==> src/sv/mip_pkg.sv <==
// Package for the 68000 instruction predecode unit.
// Holds the match table, the class codes and the special opcode constants.
// Depends on nothing; mip_classify, mip_ext_count and the top unit use it.
`default_nettype none

package mip_pkg;

    localparam int unsigned NUM_CLASSES = 42;
    localparam int unsigned CLASS_W     = 6;
    localparam int unsigned EXT_W       = 3;
    localparam int unsigned ADDR_W      = 24;
    localparam int unsigned OP_W        = 16;

    // Largest extension word count any instruction can have.
    localparam logic [EXT_W-1:0] MAX_EXT = 3'd4;

    // Source field value that selects an immediate operand.
    localparam logic [5:0]  IMM_EA  = 6'h3c;
    localparam logic [15:0] OP_STOP = 16'h4e72;
    localparam logic [15:0] OP_RTD  = 16'h4e74;

    typedef logic [CLASS_W-1:0] t_class;
    typedef logic [EXT_W-1:0]   t_ext;

    // Class codes: the index of the table entry that matched.
    localparam t_class CLS_SHIFT_MEM = 6'd3;
    localparam t_class CLS_DBCC      = 6'd5;
    localparam t_class CLS_BCC       = 6'd6;
    localparam t_class CLS_LINK      = 6'd15;
    localparam t_class CLS_CTRL      = 6'd17;
    localparam t_class CLS_MOVEP     = 6'd18;
    localparam t_class CLS_BIT_IMM   = 6'd19;
    localparam t_class CLS_BIT_DYN   = 6'd20;
    localparam t_class CLS_IMM_OP    = 6'd21;
    localparam t_class CLS_MOVE      = 6'd22;
    localparam t_class CLS_ADDR_OP   = 6'd23;
    localparam t_class CLS_MULDIV    = 6'd26;
    localparam t_class CLS_CMP_EOR   = 6'd27;
    localparam t_class CLS_ALU       = 6'd28;
    localparam t_class CLS_SCC       = 6'd29;
    localparam t_class CLS_QUICK     = 6'd30;
    localparam t_class CLS_MOVEM     = 6'd31;
    localparam t_class CLS_MOVE_SR   = 6'd32;
    localparam t_class CLS_MOVE_FSR  = 6'd33;
    localparam t_class CLS_LEA       = 6'd34;
    localparam t_class CLS_TAS       = 6'd35;
    localparam t_class CLS_CHK       = 6'd36;
    localparam t_class CLS_JUMP      = 6'd37;
    localparam t_class CLS_NBCD      = 6'd38;
    localparam t_class CLS_PEA       = 6'd39;
    localparam t_class CLS_UNARY     = 6'd40;
    localparam t_class CLS_CATCH_ALL = 6'd41;

    typedef logic [OP_W-1:0] t_word_table [NUM_CLASSES];

    // Match masks, in priority order; the last entry matches anything.
    localparam t_word_table MATCH_MASK = '{
        16'hfff8, 16'hffff, 16'hf100, 16'hf8c0, 16'hf000, 16'hf0f8, 16'hf000, 16'hf1f8,
        16'hf1f8, 16'hf1f8, 16'hb1f0, 16'hfff0, 16'hffb8, 16'hfff0, 16'hfff8, 16'hfff8,
        16'hfff8, 16'hfff8, 16'hf138, 16'hff00, 16'hf100, 16'hf100, 16'hc000, 16'h90c0,
        16'hf138, 16'hb130, 16'hb0c0, 16'hf100, 16'h8000, 16'hf0c0, 16'hf000, 16'hfb80,
        16'hfdc0, 16'hfdc0, 16'hf1c0, 16'hffc0, 16'hf1c0, 16'hff80, 16'hffc0, 16'hffc0,
        16'hf100, 16'h0000
    };

    // Match keys, paired with the masks above.
    localparam t_word_table MATCH_KEY = '{
        16'h4848, 16'h4afc, 16'h7000, 16'he0c0, 16'he000, 16'h50c8, 16'h6000, 16'hc140,
        16'hc148, 16'hc188, 16'h8100, 16'h4e60, 16'h4880, 16'h4e40, 16'h4840, 16'h4e50,
        16'h4e58, 16'h4e70, 16'h0108, 16'h0800, 16'h0100, 16'h0000, 16'h0000, 16'h90c0,
        16'hb108, 16'h9100, 16'h80c0, 16'hb100, 16'h8000, 16'h50c0, 16'h5000, 16'h4880,
        16'h44c0, 16'h40c0, 16'h41c0, 16'h4ac0, 16'h4180, 16'h4e80, 16'h4800, 16'h4840,
        16'h4000, 16'h0000
    };

endpackage

`default_nettype wire

==> src/sv/mip_ifs.sv <==
// Handshake interfaces for the predecode unit: request and response channels.
// Each carries valid, ready and the payload; depends on nothing else.
`default_nettype none

interface mip_req_if;
    logic        valid;
    logic        ready;
    logic [15:0] opcode_word;
    logic [23:0] instr_address;

    modport source (output valid, output opcode_word, output instr_address, input ready);
    modport sink   (input valid, input opcode_word, input instr_address, output ready);
endinterface

interface mip_rsp_if;
    logic        valid;
    logic        ready;
    logic [5:0]  instr_class;
    logic [2:0]  extension_words;
    logic [23:0] next_address;

    modport source (output valid, output instr_class, output extension_words,
                    output next_address, input ready);
    modport sink   (input valid, input instr_class, input extension_words,
                    input next_address, output ready);
endinterface

`default_nettype wire

==> src/sv/mip_classify.sv <==
// Priority match of an opcode word against the mask/key table.
// Depends on mip_pkg for the table and the class type.
`default_nettype none

module mip_classify (
    input  wire logic [15:0]     i_opcode,
    output mip_pkg::t_class      o_class
);

    // Every entry is compared in parallel; the lowest matching index wins.
    always_comb begin
        o_class = mip_pkg::CLS_CATCH_ALL;
        for (int i = mip_pkg::NUM_CLASSES - 1; i >= 0; i--) begin
            if ((i_opcode & mip_pkg::MATCH_MASK[i]) == mip_pkg::MATCH_KEY[i]) begin
                o_class = mip_pkg::t_class'(i);
            end
        end
    end

endmodule

`default_nettype wire

==> src/sv/mip_ext_count.sv <==
// Extension word count for one classified opcode word.
// Depends on mip_pkg for the class codes and special opcode constants.
`default_nettype none

module mip_ext_count (
    input  wire logic [15:0]     i_opcode,
    input  mip_pkg::t_class      i_class,
    output mip_pkg::t_ext        o_ext
);

    // Words taken by one effective address, from its mode and register fields.
    function automatic logic [1:0] ea_words(input logic [2:0] mode, input logic [2:0] rg);
        logic [1:0] w;
        w = 2'd0;
        if (mode == 3'd5 || mode == 3'd6) begin
            w = 2'd1;
        end else if (mode == 3'd7) begin
            if (rg == 3'd1) begin
                w = 2'd2;
            end else if (rg == 3'd0 || rg == 3'd2 || rg == 3'd3) begin
                w = 2'd1;
            end
        end
        return w;
    endfunction

    logic [1:0] src_words;
    logic [1:0] dst_words;
    logic       imm;
    logic [1:0] move_src;

    assign src_words = ea_words(i_opcode[5:3], i_opcode[2:0]);
    assign dst_words = ea_words(i_opcode[8:6], i_opcode[11:9]);
    assign imm       = (i_opcode[5:0] == mip_pkg::IMM_EA);
    // A move immediate is one word for byte and word size, two otherwise.
    assign move_src  = imm ? (i_opcode[12] ? 2'd1 : 2'd2) : src_words;

    // Count selected by class; most classes need only the source address.
    always_comb begin
        unique case (i_class)
            mip_pkg::CLS_DBCC, mip_pkg::CLS_LINK, mip_pkg::CLS_MOVEP: begin
                o_ext = 3'd1;
            end
            mip_pkg::CLS_BCC: begin
                o_ext = (i_opcode[7:0] == 8'd0) ? 3'd1 : 3'd0;
            end
            mip_pkg::CLS_CTRL: begin
                o_ext = (i_opcode == mip_pkg::OP_STOP || i_opcode == mip_pkg::OP_RTD)
                        ? 3'd1 : 3'd0;
            end
            mip_pkg::CLS_BIT_IMM, mip_pkg::CLS_MOVEM: begin
                o_ext = 3'd1 + {1'b0, src_words};
            end
            mip_pkg::CLS_BIT_DYN, mip_pkg::CLS_MULDIV, mip_pkg::CLS_MOVE_SR,
            mip_pkg::CLS_CHK: begin
                o_ext = imm ? 3'd1 : {1'b0, src_words};
            end
            mip_pkg::CLS_IMM_OP: begin
                o_ext = (i_opcode[7] ? 3'd2 : 3'd1) + {1'b0, src_words};
            end
            mip_pkg::CLS_MOVE: begin
                o_ext = {1'b0, move_src} + {1'b0, dst_words};
            end
            mip_pkg::CLS_ADDR_OP: begin
                o_ext = imm ? (i_opcode[8] ? 3'd2 : 3'd1) : {1'b0, src_words};
            end
            mip_pkg::CLS_ALU: begin
                if (i_opcode[8] || !imm) begin
                    o_ext = {1'b0, src_words};
                end else begin
                    o_ext = i_opcode[7] ? 3'd2 : 3'd1;
                end
            end
            mip_pkg::CLS_SHIFT_MEM, mip_pkg::CLS_CMP_EOR, mip_pkg::CLS_SCC,
            mip_pkg::CLS_QUICK, mip_pkg::CLS_MOVE_FSR, mip_pkg::CLS_LEA,
            mip_pkg::CLS_TAS, mip_pkg::CLS_JUMP, mip_pkg::CLS_NBCD,
            mip_pkg::CLS_PEA, mip_pkg::CLS_UNARY: begin
                o_ext = {1'b0, src_words};
            end
            default: begin
                o_ext = 3'd0;
            end
        endcase
    end

endmodule

`default_nettype wire

==> src/sv/m68k_instruction_predecode_unit.sv <==
// 68000 instruction predecode unit: class, extension length and next address.
// Depends on mip_pkg, mip_ifs, mip_classify and mip_ext_count.
//
// Usage:
//   i_req carries one opcode word and its 24-bit byte address per request;
//   o_rsp returns the instruction class (0..41, 41 for unmatched words),
//   the number of extension words (0..4) and the address of the next
//   instruction, wrapping at 24 bits. Both channels use valid/ready and a
//   request moves when both are high.
//   An input register feeds the table match and length logic, whose answer
//   lands in the result register together with the address sum. Throughput
//   is one request per cycle while o_rsp.ready stays high, set by the two
//   pipeline registers, each of which refills in the cycle it empties.
//   When the receiver holds o_rsp.ready low the result register keeps its
//   response, the input register fills behind it and then i_req.ready falls.
//   The synchronous active-low reset empties both registers; nothing else
//   holds state.
`default_nettype none

module m68k_instruction_predecode_unit (
    input  wire logic   i_clk,
    input  wire logic   i_rst_n,
    mip_req_if.sink     i_req,
    mip_rsp_if.source   o_rsp
);

    // Input stage registers
    logic            r_s1_valid;
    logic [15:0]     r_opcode;
    logic [23:0]     r_addr;

    // Result stage registers
    logic            r_out_valid;
    mip_pkg::t_class r_class;
    mip_pkg::t_ext   r_ext;
    logic [23:0]     r_next;

    logic            s1_ready;
    logic            s2_ready;
    mip_pkg::t_class cls;
    mip_pkg::t_ext   ext;
    logic [23:0]     n_next;

    // Stage readiness: a stage takes a request when empty or when it empties.
    assign s2_ready    = !r_out_valid || o_rsp.ready;
    assign s1_ready    = !r_s1_valid || s2_ready;
    assign i_req.ready = s1_ready;

    // Input register.
    always_ff @(posedge i_clk) begin
        if (!i_rst_n) begin
            r_s1_valid <= 1'b0;
        end else if (s1_ready) begin
            r_s1_valid <= i_req.valid;
        end
        if (s1_ready && i_req.valid) begin
            r_opcode <= i_req.opcode_word;
            r_addr   <= i_req.instr_address;
        end
    end

    // Decode logic between the two registers.
    mip_classify u_classify (
        .i_opcode (r_opcode),
        .o_class  (cls)
    );

    mip_ext_count u_ext_count (
        .i_opcode (r_opcode),
        .i_class  (cls),
        .o_ext    (ext)
    );

    // Next address: two bytes of opcode plus two per extension word.
    assign n_next = r_addr + {20'd0, ext, 1'b0} + 24'd2;

    // Result register.
    always_ff @(posedge i_clk) begin
        if (!i_rst_n) begin
            r_out_valid <= 1'b0;
        end else if (s2_ready) begin
            r_out_valid <= r_s1_valid;
        end
        if (s2_ready && r_s1_valid) begin
            r_class <= cls;
            r_ext   <= ext;
            r_next  <= n_next;
        end
    end

    assign o_rsp.valid           = r_out_valid;
    assign o_rsp.instr_class     = r_class;
    assign o_rsp.extension_words = r_ext;
    assign o_rsp.next_address    = r_next;

    // The extension count never exceeds four words.
    a_ext_range: assert property (@(posedge i_clk) disable iff (!i_rst_n)
        r_out_valid |-> (r_ext <= mip_pkg::MAX_EXT))
        else $error("extension word count out of range");

    // Unmatched opcode words carry no extension words.
    a_catch_all: assert property (@(posedge i_clk) disable iff (!i_rst_n)
        (r_out_valid && r_class == mip_pkg::CLS_CATCH_ALL) |-> (r_ext == 3'd0))
        else $error("catch-all class with extension words");

    // A decoded request in the input stage reaches the result register.
    a_advance: assert property (@(posedge i_clk) disable iff (!i_rst_n)
        (r_s1_valid && s2_ready) |=> r_out_valid)
        else $error("decoded request lost between stages");

    // With nothing to hand on, a taken response leaves the result stage empty.
    a_drain: assert property (@(posedge i_clk) disable iff (!i_rst_n)
        (!r_s1_valid && r_out_valid && o_rsp.ready) |=> !r_out_valid)
        else $error("response repeated after being taken");

    // With both stages full and the response stalled, the input claims no room.
    a_stall: assert property (@(posedge i_clk) disable iff (!i_rst_n)
        (r_s1_valid && r_out_valid && !o_rsp.ready) |-> !i_req.ready)
        else $error("input taken while both stages are full and stalled");

endmodule

`default_nettype wire
==> src/flat_wrapper.sv <==
// flat-port wrapper written by rule: the top's interface ports become plain ports
module m68k_instruction_predecode_unit_flat 
  (i_clk, i_rst_n, i_req_valid, i_req_opcode_word, i_req_instr_address, i_req_ready, o_rsp_valid, o_rsp_instr_class, o_rsp_extension_words, o_rsp_next_address, o_rsp_ready);
  mip_req_if i_req_i ();
  mip_rsp_if o_rsp_i ();
  input  wire logic i_clk;
  input  wire logic i_rst_n;
  input wire logic [$bits(i_req_i.valid)-1:0] i_req_valid;
  input wire logic [$bits(i_req_i.opcode_word)-1:0] i_req_opcode_word;
  input wire logic [$bits(i_req_i.instr_address)-1:0] i_req_instr_address;
  output wire logic [$bits(i_req_i.ready)-1:0] i_req_ready;
  output wire logic [$bits(o_rsp_i.valid)-1:0] o_rsp_valid;
  output wire logic [$bits(o_rsp_i.instr_class)-1:0] o_rsp_instr_class;
  output wire logic [$bits(o_rsp_i.extension_words)-1:0] o_rsp_extension_words;
  output wire logic [$bits(o_rsp_i.next_address)-1:0] o_rsp_next_address;
  input wire logic [$bits(o_rsp_i.ready)-1:0] o_rsp_ready;
  assign i_req_i.valid = i_req_valid;
  assign i_req_i.opcode_word = i_req_opcode_word;
  assign i_req_i.instr_address = i_req_instr_address;
  assign i_req_ready = i_req_i.ready;
  assign o_rsp_valid = o_rsp_i.valid;
  assign o_rsp_instr_class = o_rsp_i.instr_class;
  assign o_rsp_extension_words = o_rsp_i.extension_words;
  assign o_rsp_next_address = o_rsp_i.next_address;
  assign o_rsp_i.ready = o_rsp_ready;
  m68k_instruction_predecode_unit u_core (.i_clk(i_clk), .i_rst_n(i_rst_n), .i_req(i_req_i), .o_rsp(o_rsp_i));
endmodule
==> config.mk <==
export PLATFORM = sky130hd
export DESIGN_NAME = m68k_instruction_predecode_unit_flat
export DESIGN_NICKNAME = d
export VERILOG_FILES = /design/src/sv/mip_pkg.sv /design/src/sv/mip_ifs.sv /design/src/sv/mip_classify.sv /design/src/sv/mip_ext_count.sv /design/src/sv/m68k_instruction_predecode_unit.sv /design/src/flat_wrapper.sv
export SDC_FILE = /design/constraint.sdc
export NUM_CORES = 1
export LEC_CHECK = 0
export BUFFER_PORTS_ARGS = -buffer_cell sky130_fd_sc_hd__buf_4
export CAP_MARGIN = 20
export CELL_PAD_IN_SITES_DETAIL_PLACEMENT = 0
export CELL_PAD_IN_SITES_GLOBAL_PLACEMENT = 1
export CORE_UTILIZATION = 31
export CTS_CLUSTER_SIZE = 24
export DETAILED_ROUTE_END_ITERATION = 12
export GPL_ROUTABILITY_DRIVEN = 0
export PLACE_DENSITY_LB_ADDON = 0.1
export SLEW_MARGIN = 20
export SYNTH_ARGS = -nofsm -noshare
export SYNTH_HDL_FRONTEND = slang
export SYNTH_SLANG_ARGS = --single-unit
==> constraint.sdc <==
create_clock -name i_clk -period 5.85 [get_ports i_clk]
set_input_delay 0.585 -clock i_clk [delete_from_list [all_inputs] [get_ports i_clk]]
set_output_delay 0.585 -clock i_clk [all_outputs]
set_load 0.01 [all_outputs]
== Yosys cells after proc, flatten, opt, wreduce, memory -nomap -nowiden ==
Cells that the tools add are included.

* Eq/ne operators: 79
* Muxes and demuxes: 59
* Add/subtract/negate cells: 5
* Reductions and logical operators: 24

{| class="wikitable"
|+ Operator list
! kind !! number
|-
| $mux 6 || 40
|-
| $eq 6x5->1 const B || 14
|-
| $eq 6x6->1 const B || 11
|-
| $eq 13x12->1 const B || 5
|-
| $eq 16x15->1 const B || 3
|-
| $eq 12x11->1 const B || 3
|-
| $eq 9x8->1 const B || 4
|-
| $logic_not 16->1 || 2
|-
| $eq 10x10->1 const B || 3
|-
| $eq 10x9->1 const B || 3
|-
| $pmux 3 s10 || 1
|-
| $mux 2 || 13
|-
| $add 24x2->24 const B || 1
|-
| $add 24x4->24 || 1
|-
| $eq 3x3->1 const B || 6
|-
| $eq 8x4->1 const B || 2
|-
| $eq 8x8->1 const B || 2
|-
| $eq 7x6->1 const B || 2
|-
| $eq 3x2->1 const B || 4
|-
| $eq 6x3->1 const B || 2
|-
| $reduce_or 11->1 || 1
|-
| $eq 5x4->1 const B || 2
|-
| $eq 5x5->1 const B || 2
|-
| $logic_or 1x1->1 || 10
|-
| other kinds (19) || 30
|}

* Output and inout bits: 35
* Bits in registers: 75
* Logic and storage cells: 174

== Depth between registers and ports, before layout ==
Gate-level depths: netlist of run 1.

* Word-level depth: 47
* Mapped depth: 22

== Hierarchy ==
Synthesis of run 1 repeated with hierarchy kept, for this count alone.

* Cell total of the unflattened synthesis: 403
* Area total of the unflattened synthesis: 4431.8 um2

{| class="wikitable"
|+ By module, submodules not included
! module !! seq. area each (um2) !! cells each !! times used !! area an instance (um2)
|-
| m68k_instruction_predecode_unit || 2232.1 || 160 || 1 || 2855.2
|-
| mip_classify || 0.0 || 151 || 1 || 920.9
|-
| mip_ext_count || 0.0 || 92 || 1 || 655.6
|}

== Worst setup path before layout of run 1 ==
Ideal clock, no wire load.

* Path kind: flip-flop to flip-flop
* Start: register u_core.r_opcode[4]
* End: register u_core.r_next[18] (netlist: u_core.o_rsp.next_address[18]), data pin
* Slack: 0.998 ns
* Library setup time: 0.258 ns
* Arrival: 4.594 ns
* Cell stages (with the launch flop): 20
* Cells stage by stage: edfxtp_1 -> nor3b_2 -> o2bb2ai_1 -> and4_1 -> or4_4 -> nor4_4 -> a21oi_1 -> nand3_1 -> ha_1 -> fa_1 -> a221o_1 -> ha_1 -> ha_1 -> inv_1 -> fa_1 -> nor2b_1 -> o21bai_1 -> nor2_1 -> nand3_1 -> xnor2_1

* Longest elaborated chain between the ends: 32
* Elaborated cells between the ends (all ways): 98
* Classes of those cells: add/sub (5); eq/ne (49); mux (35); reduce/logical (9)

{| class="wikitable"
|+ RTL lines
! item !! RTL line !! source
|-
| start, declared || m68k_instruction_predecode_unit.sv:29 || <nowiki>logic [15:0] r_opcode;</nowiki>
|-
| start signal, assigned || m68k_instruction_predecode_unit.sv:57 || <nowiki>r_opcode <= i_req.opcode_word;</nowiki>
|-
| $eq 6x6->1 || mip_classify.sv:14 || <nowiki>if ((i_opcode & mip_pkg::MATCH_MASK[i]) == mip_pkg::MATCH_KEY[i]) begin</nowiki>
|-
| $mux 6 (26 in a row) || mip_classify.sv:14 ||
|-
| $eq 6x2->1, or another cell as far along || mip_ext_count.sv:40 || <nowiki>unique case (i_class)</nowiki>
|-
| $reduce_or 11->1, or another cell as far along || mip_ext_count.sv:40 ||
|-
| $pmux 3 s10 (*) || mip_ext_count.sv:40 ||
|-
| named net u_core.ext[1] || m68k_instruction_predecode_unit.sv:41 || <nowiki>mip_pkg::t_ext ext;</nowiki>
|-
| $add 24x4->24 (*) || m68k_instruction_predecode_unit.sv:75 || <nowiki>assign n_next = r_addr + {20'd0, ext, 1'b0} + 24'd2;</nowiki>
|-
| $add 24x2->24 (*) || m68k_instruction_predecode_unit.sv:75 ||
|-
| named net u_core.n_next[18] || m68k_instruction_predecode_unit.sv:42 || <nowiki>logic [23:0] n_next;</nowiki>
|-
| end signal, assigned || m68k_instruction_predecode_unit.sv:87 || <nowiki>r_next <= n_next;</nowiki>
|-
| end, declared || m68k_instruction_predecode_unit.sv:36 || <nowiki>logic [23:0] r_next;</nowiki>
|}

Mark *: on every way through the listed nets, which the timed path passes. The rest lies on a longest branch.
A chain may end at the register's enable or synchronous reset.

== Worst setup path after layout of run 1 ==
* Start: register u_core.r_opcode[4]
* End: register u_core.r_next[16] (netlist: u_core.o_rsp.next_address[16]), data pin

The elaborated chain is that of the path after synthesis.

==> results.toml, run 1 <==
[drt]
detail-route-antenna-nets = 0
totalWireLength_mm = 10.9
vias_per_cell = 5.17
wire_per_inst_um = 16.7
route.detailed.drc = 0
drt-initial-drc-count = 227
via_count = 3387
first_pass_iters = 4

[clock_tree]
cts_tree = "done"
htree_levels = 3
cts.path.max_buffers = 2
cts_buffers = 9
clkTransAtPathRegs_ps = 60
cts-root-buf = "clkbuf_16"
cts.sinks = 75
clock_latency_ps = 330

[placement]
placed_cells = 635
hpwl_mm = 8.07
dpl-instance-area_um2 = 5100
port_buffers = 78

[pwr]
p_leak_nw = 2.08
clkPwrFrac_pct = 38.0
p_per_area_nw_per_um2 = 249
vdd_drop_max_v = 0.000143
p_comb_share_pct = 13.3
p_sw_share_pct = 25.6
power_frac_seq_pct = 48.7
p_int_mw = 1.00
power_switching_uw = 345

[floorplanning]
io_pins = 79
core-area_um2 = 13300
initial_core_util_pct = 32.0
die_h_um = 119
row_count = 42
die_area_um2 = 14200
die_w_um = 119

[yosys]
synth_ff_type = "edfxtp_1"
yosysSeqAreaShare_pct = 52.5
synth_area_um2 = 4260
netlist_instances = 385
synth_area_leaders = "edfxtp_1, xnor2_1, nand2_1"
synth_top_cell_area_share_pct = 51.5
synth_fp_nets = 440
ys_ff_latch = 75
synth_edf_count = 73
syn_avg_cell_area_um2 = 11.1
ys.warnings.count = 0
yosysUniqueCellTypes = 69
synth_area_leader_cell = "edfxtp_1"
async_flop_share_pct = 0

[timing]
period_share_pct = 94.2
rsz0062_at_grt = "no"
finalHoldViolations = 0
min_period_ps = 5510
fmax_mhz = 182
finClkSkew_ps = 4.90
setup_viol = 0
whs_ps = 421
tightest_slew_ps = 942
setup_tns_ps = 0
slew-limit-headroom_pct = 37.1
maxSlewViolCount = 0

[finish]
drive_above_1_share_pct = 26.5
nNetsFinal = 529
antenna_cells = 0
area_delta_synth_final_pct = 27.1
final_cells = 655
final_core_util_pct = 40.7
fin_area_um2 = 5410
num-fill-cells = 1294

[grt]
grt_pass1_vias = 3379
grt_usage_pct = 16.0
grt_max_degree = 41
grt_pass1_wl_mm = 17.5
antenna_found_initial = 0
grt-ovfl-total = 0

[worst_setup_path]
worst_setup_path_start_kind = "register"
critPathRequiredTime_ps = 5930
critical_path_class = "reg -> reg"
crit_path_end_kind = "register"
r2r_slack_ps = 340
crit_arrival_ps = 5590
crit_path_max_fanout = 16

[flow_run]
timing.max_cap.violations = 0

[outcome]
status = "finished, final reports clean"

[worst_hold_path]
hp-class = "reg -> reg"
path summary, 6_finish.rpt:
check,to,startpoint,cells past startpoint
max,u_core.o_rsp.next_address[16],u_core.r_opcode[4],20
min,u_core.o_rsp.next_address[0],u_core.r_addr[0],0
max reg2reg,u_core.o_rsp.next_address[16],u_core.r_opcode[4],20
min reg2reg,u_core.o_rsp.next_address[0],u_core.r_addr[0],0
cell usage after synthesis, types with 3 or more instances:
cell	n
o21ai_0	10
or3_1	7
nor2_1	20
nor2b_1	9
buf_2	6
edfxtp_1	73
a41oi_1	3
nand4_1	5
o21bai_1	3
and3_1	9
a21o_1	3
and2_1	4
nand4b_1	3
a221o_1	3
fa_1	3
nand2_1	32
inv_1	21
o21a_1	5
nand3_1	17
ha_1	8
a21oi_1	21
clkbuf_1	11
o2bb2ai_1	3
o2111ai_1	3
nor3_1	10
xnor2_1	17
xor2_1	5
nand2b_1	8
nor4_1	7
kinds of logic after synthesis:
logic type	after synthesis	synth area share, %
flops	75	52.5
fa+ha+maj	11	3.76
mux	1	0.235
simple gates	157	21.5
compound gates	79	13.7
xor+xnor	22	4.53
buf+inv	40	3.88
critical path, cell delays in order (launching register included):
cell and delay (ps):
edfxtp_1 650, nor3b_2 380, o2bb2ai_1 110, and4_1 210
or4_4 500, nor4_4 420, a21oi_1 160, nand3_1 140
ha_1 170, fa_1 410, a221o_1 350, ha_1 290
ha_1 170, inv_1 60, fa_1 390, nor2b_1 160
o21bai_1 100, nor2_1 180, buf_4 170, nand3_1 90
xnor2_1 130
through the flow:
stage / setup WS, ps / total power, mW
after CTS: 326 / 1.37
final: 342 / 1.35
after global placement: 404 / 0.848
after detailed placement: 320 / 0.846
after floorplan: 998 / 0.766
after global routing: 1.87 / 1.41
area by class of cell:
| type | instances | area [µm²] | area share [%] |
|---|---|---|---|
| inverter | 21 | 78.8 | 1.46 |
| clock buffer | 9 | 225 | 4.16 |
| tap | 176 | 220 | 4.07 |
| timing repair buffer | 97 | 728 | 13.5 |
| multi-input combinational | 270 | 1870 | 34.6 |
| sequential | 75 | 2230 | 41.3 |
| clock inverter | 7 | 52.6 | 0.971 |
power groups by stage:
stage	registers, mW	clock network, mW	logic, mW
after global routing	0.661	0.552	0.198
final	0.657	0.513	0.179
after CTS	0.658	0.529	0.178
after detailed placement	0.669	0	0.177
after global placement	0.669	0	0.179
after floorplan	0.660	0	0.105
flip-flops by register name (all words and copies together) (netlist names):
register,cells
u_core.o_rsp.next_address,24
u_core.r_addr,24
u_core.r_opcode,16
u_core.o_rsp.instr_class,6
u_core.o_rsp.extension_words,3
u_core.o_rsp.valid,1
u_core.r_s1_valid,1
placed cells by master, fill, tap and decap left out, types with 5 or more instances in the layout:
cell       count
a21oi_1       21
and3_1         9
buf_4         97
clkbuf_16      9
edfxtp_1      73
ha_1           8
inv_1         21
nand2_1       32
nand2b_1       8
nand3_1       17
nand4_1        5
nor2_1        20
nor2b_1        8
nor3_1        10
nor4_1         6
o21a_1         5
o21ai_0       10
or3_1          7
xnor2_1       17
xor2_1         5
layer usage:
layer / part of all wire [%] / GRT usage [%]
met5: 0 / 0
met4: 2.1 / 7.75
met3: 6.6 / 3.83
met2: 45 / 24.0
met1: 46 / 21.6
what timing repair did:
| action | 4_1_cts | 5_1_grt |
|---|---|---|
| hold buffers | 0 | 0 |
| endpoints found under the setup margin | 0 | 4 |
| buffers inserted | 0 | 4 |
| resized for setup | 0 | 1 |
No activity file was read; power rests on OpenSTA's default activity.
==> run 2, diff against run 1 <==
CTS_BUF_LIST = sky130_fd_sc_hd__clkbuf_2   (was unset)
HOLD_SLACK_MARGIN = 0.03   (was unset)
==> run 2 against run 1 <==
- clock power down 50%
- sequential share of layout area up 1.2 points
- global-route usage about the same
- die area unchanged
- maximum frequency up 0.23%
- register-to-register slack about the same
- final cell count up 0.61%
- worst setup slack better by 13 ps
- sequential power about the same
- hold slack worse by 190 ps
- total power down 19%
- design area down 2.8%
==> results.toml, run 2 (same netlist as run 1, synthesis figures left out) <==
[timing]
period_share_pct = 93.9
finalHoldViolations = 0
finClkSkew_ps = 11.0
maxSlewViolCount = 0
fmax_mhz = 182
setup_tns_ps = 0
min_period_ps = 5500
tightest_slew_ps = 940
rsz0062_at_grt = "no"
setup_viol = 0
slew-limit-headroom_pct = 37.2

[pwr]
p_leak_nw = 2.02
vdd_drop_max_v = 0.000116
p_per_area_nw_per_um2 = 207
power_mw = 1.09

[clock_tree]
clkTransAtPathRegs_ps = 220
cts.sinks = 75
htree_levels = 3
cts_buffers = 9
clock_latency_ps = 510
cts.path.max_buffers = 2
cts-root-buf = "clkbuf_2"
cts_tree = "done"

[finish]
area_delta_synth_final_pct = 23.6
final_cells = 659
nNetsFinal = 533
antenna_cells = 0
final_core_util_pct = 39.6
final_common_cell = "buf_4"
num-fill-cells = 1310
drive_above_1_share_pct = 27.1
final_cell_mix = "buf_4, edfxtp_1, nand2_1"
fin_area_um2 = 5260

[drt]
vias_per_cell = 5.20
via_count = 3427
detail-route-antenna-nets = 0
route.detailed.drc = 0
wire_per_inst_um = 16.6
first_pass_iters = 4
drt-initial-drc-count = 239
totalWireLength_mm = 10.9

[worst_setup_path]
ff2ff_path_depth = 20
crit_path_max_fanout = 14
critPathRequiredTime_ps = 6140
critical_path_class = "reg -> reg"
crit_arrival_ps = 5780
worst_setup_path_start_kind = "register"
crit_path_end_kind = "register"

[grt]
grt_usage_pct = 16.0
grt_max_degree = 41
grt-ovfl-total = 0
grt_pass1_vias = 3367
antenna_found_initial = 0
grt_pass1_wl_mm = 17.5

[worst_hold_path]
min_path_cells = 1
hp-class = "in -> reg"

[placement]
port_buffers = 78
dpl-instance-area_um2 = 5100
placed_cells = 635
hpwl_mm = 8.07

[flow_run]
timing.max_cap.violations = 0

[floorplanning]
die_w_um = 119
die_h_um = 119
io_pins = 79
core-area_um2 = 13300
initial_core_util_pct = 32.0
row_count = 42
die_area_um2 = 14200

[outcome]
status = "finished, final reports clean"
[run 2: cell count changes in the layout (fill, tap and decap cells not counted), sizes merged]
cell / previous run / this run
buf: 97 / 101
[run 2: path summary, 6_finish.rpt]
check	start	end	slack [ps]
worst max-delay path	u_core.r_opcode[5]	u_core.o_rsp.next_address[16]	350
worst min-delay path	i_req_instr_address[23]	u_core.r_addr[23]	230
worst max register to register	u_core.r_opcode[5]	u_core.o_rsp.next_address[16]	350
worst min register to register	u_core.r_addr[0]	u_core.o_rsp.next_address[0]	450
[run 2: layer usage]
metal	up-vias	global-route usage (%)	part of all wire, %
met1	1622	21.5	46
met3	17	4.12	6.1
met2	142	24.0	46
li1	1646	-	-
met5	-	0	0
met4	0	7.52	1.9
[run 2: worst max-delay path: stages, from the launching register on]
cell	delay, ps
edfxtp_1	680
nor3b_2	370
o2bb2ai_1	110
and4_1	210
or4_4	500
nor4_4	420
a21oi_1	160
nand3_1	140
ha_1	170
fa_1	410
a221o_1	350
ha_1	290
ha_1	170
inv_1	60
fa_1	390
nor2b_1	160
o21bai_1	100
nor2_1	180
buf_4	170
nand3_1	90
xnor2_1	130
[run 2: repair_timing]
action	in CTS	in global routing
resized for setup	0	1
hold buffers	0	0
endpoints found under the setup margin	0	4
buffers inserted	0	8
[run 2: final cells by class]
class,instances,area (µm²),area share (%)
Sequential cell,75,2230,42.4
Multi-Input combinational cell,270,1870,35.6
Timing Repair Buffer,101,758,14.4
Tap cell,176,220,4.19
Inverter,21,78.8,1.50
Clock inverter,7,52.6,0.999
Clock buffer,9,45.0,0.856
[run 2: per-stage QoR]
step	setup WS (ps)	hold WS, ps
floorplan	998	400
global placement	404	404
detailed placement	320	418
CTS	301	149
global route	55.5	107
finish	354	232
[run 2: power by group]
| part | internal (mW) | total (mW) | switching (mW) |
|---|---|---|---|
| registers | 0.628 | 0.655 | 0.0274 |
| logic | 0.0867 | 0.182 | 0.0949 |
| clock network | 0.0585 | 0.254 | 0.195 |
| total | 0.773 | 1.09 | 0.317 |
==> run 3, diff against run 2 <==
BUFFER_PORTS_ARGS = -buffer_cell sky130_fd_sc_hd__buf_2   (was -buffer_cell sky130_fd_sc_hd__buf_4)
RECOVER_POWER = 100   (was unset)
==> run 3 against run 2 <==
- wire length grew 0.47%
- first-iteration DRC count shrank 29%
- non-clock buffer count up 1
- critical path type unchanged
- largest power group unchanged
- the run now ends with max-capacitance violations, max-slew violations left
- register-to-register slack improved by 20 ps
- via count shrank 0.70%
- worst setup slack better by 25 ps
- global-route usage rose by 0.072 points
==> results.toml, run 3 (same netlist as run 1, synthesis figures left out) <==
[grt]
use_met3_pct = 3.93
grt_usage_pct = 16.1
grt.met2_usage_pct = 25.4
grt_pass1_vias = 3450
grt-ovfl-total = 0
gr-usage-met1_pct = 20.9
busiest_layer = "met2"
grt_max_degree = 41
antenna_found_initial = 0
grt_pass1_wl_mm = 17.5

[clock_tree]
cts_buffers = 9
cts.sinks = 75
clkTransAtPathRegs_ps = 240
ctsHoldBuffers = 0
post_cts_resized = 0
htree_levels = 3
cts-root-buf = "clkbuf_2"
clock_latency_ps = 550
cts.path.max_buffers = 2
cts_tree = "done"

[finish]
nNetsFinal = 534
area_delta_synth_final_pct = 17.6
antenna_cells = 0
final_common_cell = "edfxtp_1"
final_cell_mix = "edfxtp_1, buf_2, clkbuf_1"
num-fill-cells = 1372
drive_above_1_share_pct = 17.6
fin_area_um2 = 5010

[placement]
dpl-instance-area_um2 = 4910
hpwl_mm = 8.01
pre_cts_slack_ps = 415
port_buffers = 78

[timing]
setup_ws_ps = 379
slew-limit-headroom_pct = -72.4
min_period_ps = 5470
setup_viol = 0
tightest_slew_ps = 2580
finalHoldViolations = 0
setup_tns_ps = 0
rsz0062_at_grt = "no"
period_share_pct = 93.5
finClkSkew_ps = 30.5
fmax_mhz = 183
maxSlewViolCount = 41

[worst_setup_path]
r2r_slack_ps = 380
reg2reg_to = "u_core.o_rsp.next_address[20]"
r2r_start = "u_core.r_opcode[4]"
crit_path_end_kind = "register"
crit_path_max_fanout = 16
ff2ff_path_depth = 20
critPathRequiredTime_ps = 6170
crit_arrival_ps = 5790
worst_setup_path_start_kind = "register"
critical_path_class = "reg -> reg"

[floorplanning]
die_area_um2 = 14200
io_pins = 79
core-area_um2 = 13300
initial_core_util_pct = 32.0
row_count = 42
die_h_um = 119
die_w_um = 119

[drt]
via_count = 3403
detail-route-antenna-nets = 0
drt-initial-drc-count = 169
first_pass_iters = 4
wire_per_inst_um = 16.6
route.detailed.drc = 0
totalWireLength_mm = 11.0
vias_per_cell = 5.16

[worst_hold_path]
holdPathEnd = "u_core.r_addr[21]"
min_path_cells = 1
hp-class = "in -> reg"
holdCritStartpoint = "i_req_instr_address[21]"

[pwr]
p_leak_nw = 1.84
p_per_area_nw_per_um2 = 223
vdd_drop_max_v = 0.000100

[flow_run]
timing.max_cap.violations = 1

[outcome]
violations = "max-capacitance violations, max-slew violations"
status = "finished, violations left"
-- run 3: changes by cell type in the layout (fill, tap and decap cells not counted), moves of 2 or more --
cell | before | now
buf_4 | 101 | 19
buf_2 | 0 | 42
clkbuf_1 | 0 | 41
clkinv_2 | 2 | 0
-- run 3: critical path, cell delays in order, from the launching register on --
cell       delay, ps
edfxtp_1         700
nor3b_2          370
o2bb2ai_1        110
and4_1           200
or4_4            490
nor4_4           430
a21oi_1          150
nand3_1          160
ha_1             180
fa_1             410
a221o_1          350
ha_1             290
ha_1             160
inv_1             50
fa_1             390
nor2b_1          170
o21bai_1         110
nor2_1           160
buf_4            160
nand3_1           90
xnor2_1          130
-- run 3: routing by layer --
layer | up-vias | share of wire, %
met5 | - | 0
met4 | 0 | 2.3
met3 | 18 | 6.7
met2 | 118 | 46
met1 | 1612 | 45
li1 | 1655 | -
-- run 3: worst max-delay path by stage --
| stage | startpoint | slack (ps) | cells after the start | end |
|---|---|---|---|---|
| 2_1_floorplan | u_core.r_opcode[4] | 1000 | 19 | u_core.o_rsp.next_address[18] |
| 3_3_place_gp | u_core.r_opcode[15] | 400 | 20 | u_core.o_rsp.next_address[16] |
| 3_5_place_dp | u_core.r_opcode[4] | 410 | 20 | u_core.o_rsp.next_address[18] |
| 4_1_cts | u_core.r_opcode[4] | 390 | 20 | u_core.o_rsp.next_address[18] |
| 5_1_grt | u_core.r_opcode[7] | 50 | 21 | u_core.o_rsp.next_address[20] |
| 6_report | u_core.r_opcode[4] | 380 | 20 | u_core.o_rsp.next_address[20] |
-- run 3: per-stage QoR --
stage	hold slack [ps]	cells	power (mW)	util (%)
after floorplan	400	385	0.766	-
after global placement	402	636	0.831	36.9
after detailed placement	418	636	0.830	36.9
after CTS	99.7	652	1.14	37.8
after global routing	104	660	1.18	37.7
final	181	660	1.12	37.7
-- run 3: cell type report --
class	count	area, µm²	area share [%]
clock buffer	9	45.0	0.900
clock inverter	7	76.3	1.52
inverter	21	78.8	1.57
multi-input combinational	270	1850	36.9
sequential	75	2230	44.6
tap	176	220	4.40
timing repair buffer	102	507	10.1
-- run 3: where the power goes --
group | switching, mW | internal [mW] | leakage [nW]
Sequential | 0.0264 | 0.629 | 0.715
Clock | 0.199 | 0.101 | 0.0641
Combinational | 0.0947 | 0.0666 | 1.06
Total | 0.320 | 0.797 | 1.84
-- run 3: what timing repair did --
| action | in CTS | in global routing |
|---|---|---|
| hold endpoints to repair | 0 | 0 |
| buffers inserted | 0 | 7 |
| endpoints found under the setup margin | 0 | 3 |
